### src/rtl/odi_pkg.sv
// Shared types and constants for the planar odometry integrator.
// No dependencies; used by odi_cordic, odi_mac and the top level.
package odi_pkg;

  localparam int ACC_W   = 68;  // accumulator width
  localparam int MA_W    = 34;  // multiplier operand A, also CORDIC x/y width
  localparam int MB_W    = 18;  // multiplier operand B
  localparam int ATAN_N  = 24;
  localparam logic [31:0] CORDIC_ONE_GAIN = 32'd652032874;
  // 2^32 / (2 pi), split at bit 15
  localparam logic [MB_W-1:0] INV2PI_HI = 18'd20860;
  localparam logic [MB_W-1:0] INV2PI_LO = 18'd24796;

  typedef enum logic [1:0] {
    SH_0  = 2'd0,
    SH_15 = 2'd1,
    SH_24 = 2'd2
  } shift_t;

  typedef struct packed {
    logic             en;
    logic             clr;
    logic             neg;
    shift_t           sh;
    logic [ACC_W-1:0] init;
  } mac_op_t;

  function automatic logic [31:0] atan_lut(input logic [4:0] i);
    logic [31:0] r;
    case (i)
      5'd0:  r = 32'd536870912;
      5'd1:  r = 32'd316933406;
      5'd2:  r = 32'd167458907;
      5'd3:  r = 32'd85004756;
      5'd4:  r = 32'd42667331;
      5'd5:  r = 32'd21354465;
      5'd6:  r = 32'd10680862;
      5'd7:  r = 32'd5340245;
      5'd8:  r = 32'd2670163;
      5'd9:  r = 32'd1335087;
      5'd10: r = 32'd667544;
      5'd11: r = 32'd333772;
      5'd12: r = 32'd166886;
      5'd13: r = 32'd83443;
      5'd14: r = 32'd41722;
      5'd15: r = 32'd20861;
      5'd16: r = 32'd10430;
      5'd17: r = 32'd5215;
      5'd18: r = 32'd2608;
      5'd19: r = 32'd1304;
      5'd20: r = 32'd652;
      5'd21: r = 32'd326;
      5'd22: r = 32'd163;
      5'd23: r = 32'd81;
      default: r = 32'd0;
    endcase
    return r;
  endfunction

endpackage

### src/rtl/odi_cordic.sv
// Iterative rotation-mode CORDIC, one micro-rotation per cycle.
// Depends on odi_pkg (arctangent table, widths, gain constant).
module odi_cordic #(
  parameter int STEPS = 16
) (
  input  logic                          clk,
  input  logic                          rst_n,
  input  logic                          start,
  input  logic [31:0]                   angle,
  output logic                          done,
  output logic signed [odi_pkg::MA_W-1:0] sin_o,
  output logic signed [odi_pkg::MA_W-1:0] cos_o
);

  localparam int N = (STEPS < odi_pkg::ATAN_N) ? STEPS : odi_pkg::ATAN_N;
  localparam int W = odi_pkg::MA_W;

  logic signed [W-1:0] x_r, y_r, z_r;
  logic                flip_r, busy_r, done_r;
  logic [4:0]          cnt_r;
  logic [31:0]         a_rot;
  logic                flip;
  logic signed [W-1:0] dx, dy, at;

  assign flip  = angle[31] ^ angle[30];   // bit 31 of angle + quarter turn
  assign a_rot = flip ? (angle + 32'h8000_0000) : angle;
  assign dx    = y_r >>> cnt_r;
  assign dy    = x_r >>> cnt_r;
  assign at    = W'(odi_pkg::atan_lut(cnt_r));

  always_ff @(posedge clk) begin
    if (!rst_n) begin
      busy_r <= 1'b0;
      done_r <= 1'b0;
      cnt_r  <= '0;
    end else begin
      done_r <= 1'b0;
      if (start) begin
        busy_r <= 1'b1;
        cnt_r  <= '0;
        flip_r <= flip;
        x_r    <= W'(odi_pkg::CORDIC_ONE_GAIN);
        y_r    <= '0;
        z_r    <= W'(signed'(a_rot));
      end else if (busy_r) begin
        if (z_r >= 0) begin
          x_r <= x_r - dx;
          y_r <= y_r + dy;
          z_r <= z_r - at;
        end else begin
          x_r <= x_r + dx;
          y_r <= y_r - dy;
          z_r <= z_r + at;
        end
        if (cnt_r == 5'(N - 1)) begin
          busy_r <= 1'b0;
          done_r <= 1'b1;
        end
        cnt_r <= cnt_r + 5'd1;
      end
    end
  end

  assign done  = done_r;
  assign cos_o = flip_r ? -x_r : x_r;
  assign sin_o = flip_r ? -y_r : y_r;

endmodule

### src/rtl/odi_mac.sv
// Shared multiply-accumulate: registered product, then shifted add into acc.
// Depends on odi_pkg (mac_op_t, shift codes, widths).
module odi_mac (
  input  logic                             clk,
  input  logic                             rst_n,
  input  odi_pkg::mac_op_t                 op,
  input  logic signed [odi_pkg::MA_W-1:0]  a,
  input  logic signed [odi_pkg::MB_W-1:0]  b,
  output logic signed [odi_pkg::ACC_W-1:0] acc
);

  localparam int PW = odi_pkg::MA_W + odi_pkg::MB_W;

  logic signed [PW-1:0]            prod_r;
  odi_pkg::mac_op_t                op_r;
  logic signed [odi_pkg::ACC_W-1:0] acc_r, term, base;

  always_comb begin
    term = odi_pkg::ACC_W'(prod_r);
    case (op_r.sh)
      odi_pkg::SH_0:  term = term;
      odi_pkg::SH_15: term = term <<< 15;
      odi_pkg::SH_24: term = term <<< 24;
      default:        term = term;
    endcase
    if (op_r.neg) term = -term;
    base = op_r.clr ? signed'(op_r.init) : acc_r;
  end

  always_ff @(posedge clk) begin
    if (!rst_n) begin
      op_r.en <= 1'b0;
    end else begin
      op_r <= op;
      if (op.en) prod_r <= a * b;
      if (op_r.en) acc_r <= base + term;
    end
  end

  assign acc = acc_r;

endmodule

### src/rtl/planar_odometry_integrator.sv
// Planar dead-reckoning odometry top level; depends on odi_pkg, odi_cordic, odi_mac.
// Per tick: a CORDIC pass at the current heading, MAC steps that rotate and scale the
// velocity into x then y, the heading update, a second CORDIC pass, then the output load.
// A new tick is taken only once the last one is through: in_ready is high only while idle, and a
// pose still waiting on out_ready holds the next one at the output load.
// Synchronous active-low reset zeroes position and heading and clears out_valid.
module planar_odometry_integrator #(
  parameter int CORDIC_STEPS = 16,
  parameter int ANGLE_BITS   = 16
) (
  input  logic               clk,
  input  logic               rst_n,
  input  logic               in_valid,
  output logic               in_ready,
  input  logic signed [15:0] in_vel_x,
  input  logic signed [15:0] in_vel_y,
  input  logic signed [15:0] in_yaw_rate,
  input  logic        [15:0] in_elapsed,
  output logic               out_valid,
  input  logic               out_ready,
  output logic signed [31:0] out_pos_x,
  output logic signed [31:0] out_pos_y,
  output logic        [15:0] out_heading,
  output logic signed [15:0] out_quat_z,
  output logic signed [15:0] out_quat_w
);

  localparam int AW = odi_pkg::MA_W;
  localparam int BW = odi_pkg::MB_W;
  localparam int CW = odi_pkg::ACC_W;

  typedef enum logic [16:0] {
    S_IDLE  = 17'h00001,
    S_CORD1 = 17'h00002,
    S_ROT0  = 17'h00004,
    S_ROT1  = 17'h00008,
    S_ROT2  = 17'h00010,
    S_SCL0  = 17'h00020,
    S_SCL1  = 17'h00040,
    S_SCL2  = 17'h00080,
    S_POS   = 17'h00100,
    S_HD0   = 17'h00200,
    S_HD1   = 17'h00400,
    S_HD2   = 17'h00800,
    S_HD3   = 17'h01000,
    S_HD4   = 17'h02000,
    S_HD5   = 17'h04000,
    S_CORD2 = 17'h08000,
    S_EMIT  = 17'h10000
  } state_t;

  state_t                 state_r, state_nxt;
  logic                   out_valid_r, out_valid_nxt;
  logic                   sel_y_r;
  logic signed [15:0]     vx_r, vy_r, wz_r;
  logic        [15:0]     dt_r;
  logic signed [31:0]     pos_x_r, pos_y_r;
  logic [ANGLE_BITS-1:0]  heading_r;
  logic signed [47:0]     t_r;
  logic signed [31:0]     out_px_r, out_py_r;
  logic        [15:0]     out_hd_r;
  logic signed [15:0]     qz_r, qw_r;

  logic                   cd_start, cd_done;
  logic [31:0]            cd_angle, a32;
  logic signed [AW-1:0]   sn, cs;
  odi_pkg::mac_op_t       op;
  logic signed [AW-1:0]   ma;
  logic signed [BW-1:0]   mb, dt_b;
  logic signed [CW-1:0]   acc;
  logic signed [25:0]     delta;
  logic signed [32:0]     psum;
  logic signed [31:0]     psat, pcur;
  logic [ANGLE_BITS-1:0]  hd_new;
  logic                   emit_go;

  assign a32    = {heading_r, (32 - ANGLE_BITS)'(0)};
  assign dt_b   = BW'({1'b0, dt_r});
  assign hd_new = heading_r + acc[60-ANGLE_BITS +: ANGLE_BITS];

  odi_cordic #(.STEPS(CORDIC_STEPS)) u_cordic (
    .clk, .rst_n, .start(cd_start), .angle(cd_angle), .done(cd_done),
    .sin_o(sn), .cos_o(cs)
  );

  odi_mac u_mac (.clk, .rst_n, .op, .a(ma), .b(mb), .acc);

  function automatic logic signed [15:0] quat_part(input logic signed [AW-1:0] v);
    logic signed [AW:0]  s;
    logic signed [AW-16:0] r;
    s = (AW+1)'(v) + (AW+1)'(32768);
    r = s[AW:16];
    if (r > 16384) r = (AW-15)'(16384);
    if (r < -16384) r = (AW-15)'(-16384);
    return 16'(r);
  endfunction

  // second pass runs at half the new heading
  logic cd2_go;
  assign cd2_go = (state_r == S_HD5);

  // MAC issue and CORDIC start per state
  always_comb begin
    op       = '0;
    ma       = '0;
    mb       = '0;
    cd_start = 1'b0;
    cd_angle = a32;
    case (state_r)
      S_IDLE: begin
        cd_start = in_valid;
      end
      S_ROT0: begin
        op.en = 1'b1; op.clr = 1'b1; op.sh = odi_pkg::SH_0;
        // x: vx*cos, y: vx*sin
        ma = sel_y_r ? sn : cs;
        mb = BW'(vx_r);
      end
      S_ROT1: begin
        op.en = 1'b1; op.neg = !sel_y_r; op.sh = odi_pkg::SH_0;
        ma = sel_y_r ? cs : sn;
        mb = BW'(vy_r);
      end
      S_SCL0: begin
        op.en = 1'b1; op.clr = 1'b1; op.sh = odi_pkg::SH_0;
        op.init = CW'(1) <<< 41;
        ma = AW'({1'b0, acc[23:0]});
        mb = dt_b;
      end
      S_SCL1: begin
        op.en = 1'b1; op.sh = odi_pkg::SH_24;
        ma = AW'(signed'(t_r[47:24]));
        mb = dt_b;
      end
      S_HD0: begin
        op.en = 1'b1; op.clr = 1'b1; op.sh = odi_pkg::SH_0;
        ma = AW'(wz_r);
        mb = dt_b;
      end
      S_HD2: begin
        op.en = 1'b1; op.clr = 1'b1; op.sh = odi_pkg::SH_0;
        op.init = CW'(1) <<< (59 - ANGLE_BITS);
        ma = acc[AW-1:0];
        mb = odi_pkg::INV2PI_LO;
      end
      S_HD3: begin
        op.en = 1'b1; op.sh = odi_pkg::SH_15;
        ma = t_r[AW-1:0];
        mb = odi_pkg::INV2PI_HI;
      end
      S_HD5: begin
        cd_start = cd2_go;
        cd_angle = {hd_new, (32 - ANGLE_BITS)'(0)} >> 1;
      end
      default: begin
        op = '0;
      end
    endcase
  end

  assign delta = acc[67:42];
  assign pcur  = sel_y_r ? pos_y_r : pos_x_r;
  assign psum  = 33'(pcur) + 33'(delta);
  always_comb begin
    if (psum > 33'sd2147483647)       psat = 32'sh7FFF_FFFF;
    else if (psum < -33'sd2147483648) psat = 32'sh8000_0000;
    else                              psat = psum[31:0];
  end

  // pose moves to the output register once the previous beat has left
  assign emit_go = (state_r == S_EMIT) && (!out_valid_r || out_ready);

  always_comb begin
    out_valid_nxt = out_valid_r && !out_ready;
    if (emit_go) out_valid_nxt = 1'b1;
  end

  always_comb begin
    state_nxt = state_r;
    case (state_r)
      S_IDLE:  if (in_valid) state_nxt = S_CORD1;
      S_CORD1: if (cd_done) state_nxt = S_ROT0;
      S_ROT0:  state_nxt = S_ROT1;
      S_ROT1:  state_nxt = S_ROT2;
      S_ROT2:  state_nxt = S_SCL0;
      S_SCL0:  state_nxt = S_SCL1;
      S_SCL1:  state_nxt = S_SCL2;
      S_SCL2:  state_nxt = S_POS;
      S_POS:   state_nxt = sel_y_r ? S_HD0 : S_ROT0;
      S_HD0:   state_nxt = S_HD1;
      S_HD1:   state_nxt = S_HD2;
      S_HD2:   state_nxt = S_HD3;
      S_HD3:   state_nxt = S_HD4;
      S_HD4:   state_nxt = S_HD5;
      S_HD5:   state_nxt = S_CORD2;
      S_CORD2: if (cd_done) state_nxt = S_EMIT;
      S_EMIT:  if (emit_go) state_nxt = S_IDLE;
      default: state_nxt = S_IDLE;
    endcase
  end

  always_ff @(posedge clk) begin
    if (!rst_n) begin
      state_r     <= S_IDLE;
      out_valid_r <= 1'b0;
      sel_y_r     <= 1'b0;
      pos_x_r     <= '0;
      pos_y_r     <= '0;
      heading_r   <= '0;
    end else begin
      state_r     <= state_nxt;
      out_valid_r <= out_valid_nxt;
      case (state_r)
        S_IDLE: begin
          if (in_valid) begin
            vx_r    <= in_vel_x;
            vy_r    <= in_vel_y;
            wz_r    <= in_yaw_rate;
            dt_r    <= in_elapsed;
            sel_y_r <= 1'b0;
          end
        end
        S_SCL0: t_r <= acc[47:0];
        S_HD2:  t_r <= acc[47:0];
        S_POS: begin
          if (sel_y_r) pos_y_r <= psat;
          else         pos_x_r <= psat;
          sel_y_r <= !sel_y_r;
        end
        S_HD5: heading_r <= hd_new;
        S_EMIT: begin
          if (emit_go) begin
            out_px_r <= pos_x_r;
            out_py_r <= pos_y_r;
            out_hd_r <= a32[31:16];
            qz_r     <= quat_part(sn);
            qw_r     <= quat_part(cs);
          end
        end
        default: begin
        end
      endcase
    end
  end

  assign in_ready    = (state_r == S_IDLE);
  assign out_valid   = out_valid_r;
  assign out_pos_x   = out_px_r;
  assign out_pos_y   = out_py_r;
  assign out_heading = out_hd_r;
  assign out_quat_z  = qz_r;
  assign out_quat_w  = qw_r;

endmodule

### config.mk
export PLATFORM = sky130hd
export DESIGN_NAME = planar_odometry_integrator
export DESIGN_NICKNAME = d
export VERILOG_FILES = /design/src/rtl/odi_pkg.sv /design/src/rtl/odi_cordic.sv /design/src/rtl/odi_mac.sv /design/src/rtl/planar_odometry_integrator.sv
export SDC_FILE = /design/constraint.sdc
export NUM_CORES = 2
export LEC_CHECK = 0
export BUFFER_PORTS_ARGS = -buffer_cell sky130_fd_sc_hd__buf_2
export CAP_MARGIN = 40
export CELL_PAD_IN_SITES_DETAIL_PLACEMENT = 1
export CELL_PAD_IN_SITES_GLOBAL_PLACEMENT = 2
export CORE_MARGIN = 3
export CORE_UTILIZATION = 32
export CTS_CLUSTER_DIAMETER = 200
export DETAILED_ROUTE_END_ITERATION = 8
export PLACE_DENSITY_LB_ADDON = 0.1
export SLEW_MARGIN = 40
export SYNTH_ARGS = -nofsm -noshare
export SYNTH_HDL_FRONTEND = slang
export SYNTH_SLANG_ARGS = --single-unit
### constraint.sdc
create_clock -name clk -period 12.3 [get_ports clk]
set_input_delay 2.46 -clock clk [delete_from_list [all_inputs] [get_ports clk]]
set_output_delay 2.46 -clock clk [all_outputs]
set_load 0.01 [all_outputs]
# Yosys cells after proc, flatten, opt, wreduce, memory -nomap -nowiden
# Memories as Yosys holds them, arrays and structs flattened. A register that Yosys moved wholly into a read port is not among the register bits.
# Index checks and enable logic that the tools add are counted.
# op_classes
add_sub_neg,16
mul,1
magnitude_cmp,7
eq_ne,24
n_shift,2
mux,49
bitwise,4
n_reduce_logical,25
# op_table
operator,n
two-way mux 34 bit,11
one-hot mux 17 bit (17 select lines),1
one-hot mux 34 bit (7 select lines),1
two-way mux 32 bit,5
two-way mux 19 bit,8
two-way mux 68 bit,2
one-hot mux 68 bit (2 select lines),1
one-hot mux 18 bit (5 select lines),1
one-hot mux 44 bit (2 select lines),1
adder 34 x 17 -> 35 bit (second input constant),2
adder 34 bit,2
adder 68 bit,1
two-way mux 17 bit,4
negator 34 bit,2
negator 68 bit,1
>>> shifter 34 x 5 -> 34 bit,2
subtractor 34 bit,2
multiplier 34 x 18 -> 52 bit,1
greater-than comparator 19 x 16 -> 1 bit (second input constant),2
less-than comparator 19 x 15 -> 1 bit (second input constant),2
adder 34 x 33 -> 34 bit,1
greater-or-equal comparator 34 x 1 -> 1 bit (second input constant),1
subtractor 34 x 33 -> 34 bit,1
adder 32 x 26 -> 33 bit,1
45 further kinds,72
# word_totals
ff_bits,626
mem_bits_ro,960
output_inout_bits,114
wordCells,159
memories,1
# mem_list
memory,depth,word_bits,rd,rd_clocked_by_memory_dff,write_ports,line,text
(no name shown),32,30,1,1,0,odi_pkg.sv:30,case (i)

# Logic depth before layout (Yosys ltp)
# depth
depth_word,9
ltp_mapped,39
mapped_depth_nobuf,35

# Cells and area by module
# A second synthesis with hierarchy kept.
# unflattened
hier_cells,7611
area_unflattened_um2,70585.2
# by_module_without_submodules
module,n_inst,cells_each,area_each_um2,seq_area_each_um2
odi_mac,1,3730,34546.9,5785.5
odi_cordic,1,2337,19582.5,3833.7
planar_odometry_integrator,1,1544,16455.8,8708.4

# Least setup slack after synthesis
# OpenSTA, ideal clock, no wires.
# synth_path
path_type,register -> register
start,register u_cordic.flip_r
end,"register u_mac.prod_r[50], data pin"
arrival_ns,9.229
slack_ns,2.814
stages_incl_launch_ff,33
synth_period_minus_slack_ns,9.486
cell_sequence,edfxtp_1 -> clkbuf_1 -> clkbuf_1 -> buf_1 -> clkbuf_1 -> clkbuf_1 -> o31ai_1 -> xor2_1 -> nor2_1 -> a2111oi_0 -> nor2_1 -> fa_1 -> inv_1 -> fa_1 -> fa_1 -> inv_1 -> fa_1 -> fa_1 -> inv_1 -> fa_1 -> inv_1 -> ha_1 -> and3_1 -> a221o_1 -> a21o_1 -> a221oi_1 -> a21oi_1 -> o21ai_0 -> nand2b_1 -> a311o_1 -> a21o_1 -> a31oi_1 -> xnor2_1
# synth_via
elab_chain_cells,4
# synth_lines
item,line,text
start: declaration,odi_cordic.sv:19,"logic flip_r, busy_r, done_r;"
start signal: assignment,odi_cordic.sv:41,flip_r <= flip;
two-way mux 34 bit (on tied branches),"odi_cordic.sv:66, odi_cordic.sv:65",
two-way mux 34 bit (on tied branches),"planar_odometry_integrator.sv:121, planar_odometry_integrator.sv:116",
one-hot mux 34 bit (7 select lines) *,planar_odometry_integrator.sv:109,case (state_r)
multiplier 34 x 18 -> 52 bit *,odi_mac.sv:35,if (op.en) prod_r <= a * b;
end signal: assignment,odi_mac.sv:35,
end: declaration,odi_mac.sv:14,logic signed [PW-1:0] prod_r;
# Mark *: on every way between the ends. The rest lies on a longest branch, timed or not.
# A chain may end at the register's enable or synchronous reset.

# Worst setup path in the final report
# layout_path
start,register state_r[5]
end,"register u_mac.prod_r[50], data pin"
# layout_via
elab_chain_cells,4
# layout_lines
item,line,text
start: declaration,planar_odometry_integrator.sv:52,"state_t state_r, state_nxt;"
start signal: assignment,planar_odometry_integrator.sv:211,state_r <= state_nxt;
"== test 17 x 6 -> 1 bit, or another cell as far along",planar_odometry_integrator.sv:109,
OR reduction 3 bit (no source line),-,
one-hot mux 18 bit (5 select lines),planar_odometry_integrator.sv:109,
multiplier 34 x 18 -> 52 bit *,odi_mac.sv:35,
# Marked as above.

==> impl_metrics.csv <==
group,metric,value,unit
status,status,"finished, final reports clean",
timing,finalMaxSlewViolations,0,
worst_setup_path,cpPeakStageDelay,0.73,ns
cts,post-cts-setup-buffers,0,
place,dp_slack,0.966,ns
layout,layout-drive-gt1-share,10.7,%
logic_synthesis,syn_nets,8209,
place,place_hpwl,216000,um
place,placed_area,70000,sq um
logic_synthesis,synth_edf_count,453,
worst_setup_path,critPathKind,"flop to flop",
detailed_routing,finalWirelength,270000,um
cts,cts_buffers,79,
timing,hold_violations,0,
detailed_routing,drt.antenna.violating_nets,0,
timing,tightest_slew,0.946,ns
power_and_ir_drop,leakage,30.9,nW
detailed_routing,wl_per_cell,27.0,um
logic_synthesis,synth.area.top_cells,"edfxtp_1 (21%), fa_1 (18%), ha_1 (6.8%)",
timing,fin_skew,0.0581,ns
logic_synthesis,synth_top_cell_by_area,"edfxtp_1",
logic_synthesis,syn-mean-instance-area,9.12,sq um
logic_synthesis,ys_seq_elements,590,
timing,rsz0062_at_grt,"false",
floorplan,ioPinCount,182,
cts,clkLatencyLatePin,0.73,ns
timing,finalCriticalPeriod,11.24,ns
place,io_buffers,181,
timing,setup_violations,0,
layout,final_cell_area,73000,sq um
grt,grt_remaining_overflow,0,
floorplan,die_x,459,um
cts,clock-sinks,590,
floorplan,core_area,203000,sq um
logic_synthesis,synth_top_area_share,20.7,%
layout,syn_to_final_growth,11.3,%
floorplan,row_count,165,
cts,clockRootBuffer,"clkbuf_16",
power_and_ir_drop,powerDensity,154,nW/um^2
logic_synthesis,ys_seq_area_share,24.9,%
cts,cts_buffer_depth,3,
timing,hold_ws,0.460,ns
timing,max_freq,89.0,MHz
logic_synthesis,synth.distinct_cells,99,
logic_synthesis,synth_common_cells,"inv_1 (809), nand2_1 (785), nor2_1 (650)",
grt,grt_max_degree,66,
cts,ctsHoldBuffers,0,
logic_synthesis,netlist_instances,7192,
cts,h-tree-depth,3,
logic_synthesis,synth_ff_type,"edfxtp_1",
place,place.gp.congestion,0.890,
layout,fin_nets,8247,
power_and_ir_drop,vdd_drop_max,0.108,mV
grt,grt_pass1_vias,58086,
grt,grt_pass1_wl,397000,um
logic_synthesis,yosysWarnings,0,
floorplan,dieArea,210000,sq um
detailed_routing,dr.pass1.iters,8,
detailed_routing,initialDrtViolationCount,3645,
job,maxCapViolations,0,
floorplan,start_util,32.3,%
cts,clk_pin_slew,0.07,ns
timing,fin_setup_tns,0,ns
timing,worst_slack,1.06,ns
timing,finalCritPeriodShare,91.4,%
worst_setup_path,critPathRequiredTime,12.77,ns
detailed_routing,drc,0,
worst_setup_path,slowest_stage,"a221oi_1",
grt,antenna_found_initial,5,
worst_setup_path,end_kind,"flop",
worst_hold_path,holdCritPathClass,"flop to flop",
worst_setup_path,critPathMostFrequentCell,"fa_1",
grt,grt_usage,25.3,%
detailed_routing,viasPerCell,5.50,
worst_setup_path,crit_arrival,11.71,ns
timing,slew-limit-headroom,36.8,%
place,dpl.cell_count,9818,
worst_setup_path,worstSetupStartpointType,"flop",
worst_setup_path,critPathMaxFanout,31,
layout,fin_cells,9979,
logic_synthesis,synthArstFlopShare,0,%
cts,cts_tree,"done",
floorplan,die_h,459,um
logic_synthesis,synth.most_common_cell,"inv_1",
logic_synthesis,syn_area,65600,sq um
detailed_routing,dr_total_vias,54892,
cts,cts.repair.resized,0,
==> layout make-up <==
class | count | area, sq um
inverter | 815 | 3060
tap | 2672 | 3340
antenna | 10 | 25.0
fill | 23222 | 130000
clock inverter | 64 | 910
timing repair buffer | 339 | 2200
sequential | 590 | 16400
clock buffer | 84 | 2010
multi-input combinational | 5405 | 45100
==> stage by stage <==
stage,power (mW),utilization (%)
2_1_floorplan,6.87,-
4_1_cts,11.3,35.9
5_1_grt,12.0,36.0
3_5_place_dp,8.61,34.5
6_report,11.2,36.0
3_3_place_gp,8.54,34.3
==> worst max-delay path, delay by kind of cell, from the launching register on <==
family	cells	cell delay, ns
buf+inv	4	0.75
flops	1	0.34
xor+xnor	1	0.11
fa+ha+maj	7	3.49
simple gates	9	2.76
compound gates	11	3.49
==> where the power goes <==
group	switching, mW	internal (mW)
Clock	1.06	1.53
Sequential	0.276	2.52
Combinational	3.53	2.32
Total	4.86	6.37
==> state kept, by name (all words and copies together), names as in the netlist, 17 cells and up <==
name and count:
u_cordic.x_r 34, state_r 17, out_pos_y 32, u_mac.prod_r 52
out_pos_x 32, u_cordic.at 30, u_cordic.z_r 34, u_mac.acc 68
pos_x_r 32, t_r 48, pos_y_r 32, u_cordic.y_r 34
==> worst paths after layout <==
check	start	to	slack, ns	cells past startpoint
worst max-delay path	state_r[5]	u_mac.prod_r[50]	1.06	32
worst min-delay path	pos_y_r[7]	out_pos_y[7]	0.46	0
worst max register to register	state_r[5]	u_mac.prod_r[50]	1.06	32
worst min register to register	pos_y_r[7]	out_pos_y[7]	0.46	0
==> layout by cell type, fill, tap and decap left out, types with 37 or more instances in the layout <==
cell,netlist,routed
a211oi_1,52,51
a21o_1,167,167
a21oi_1,330,324
a221o_1,45,43
a221oi_1,47,43
a22oi_1,45,44
a31oi_1,56,56
and2_1,54,52
and3_1,66,64
buf_2,32,183
buf_4,7,144
clkbuf_16,0,79
dfxtp_1,137,132
edfxtp_1,453,453
fa_1,592,592
ha_1,357,356
inv_1,809,808
mux2_2,67,67
mux2i_1,76,75
mux4_2,95,95
nand2_1,785,782
nand2b_1,93,93
nand3_1,116,115
nor2_1,650,648
nor2b_1,121,118
nor3_1,66,64
o21a_1,39,37
o21ai_0,356,354
o31ai_1,60,59
or2_2,45,45
or3_1,53,52
xnor2_1,265,263
xor2_1,225,223
==> kinds of logic after synthesis <==
| group | synth area share, % |
|---|---|
| simple gates | 15.6 |
| compound gates | 15.5 |
| buf+inv | 6.99 |
| fa+ha+maj | 24.9 |
| flops | 24.9 |
| xor+xnor | 6.54 |
| mux | 5.57 |
==> layer usage <==
layer	share of wire [%]	GRT usage, %
met5	0	0
met4	3.7	8.85
met3	3.4	2.19
met2	49	43.5
met1	44	33.3
Power figures use the tool's default switching activity.
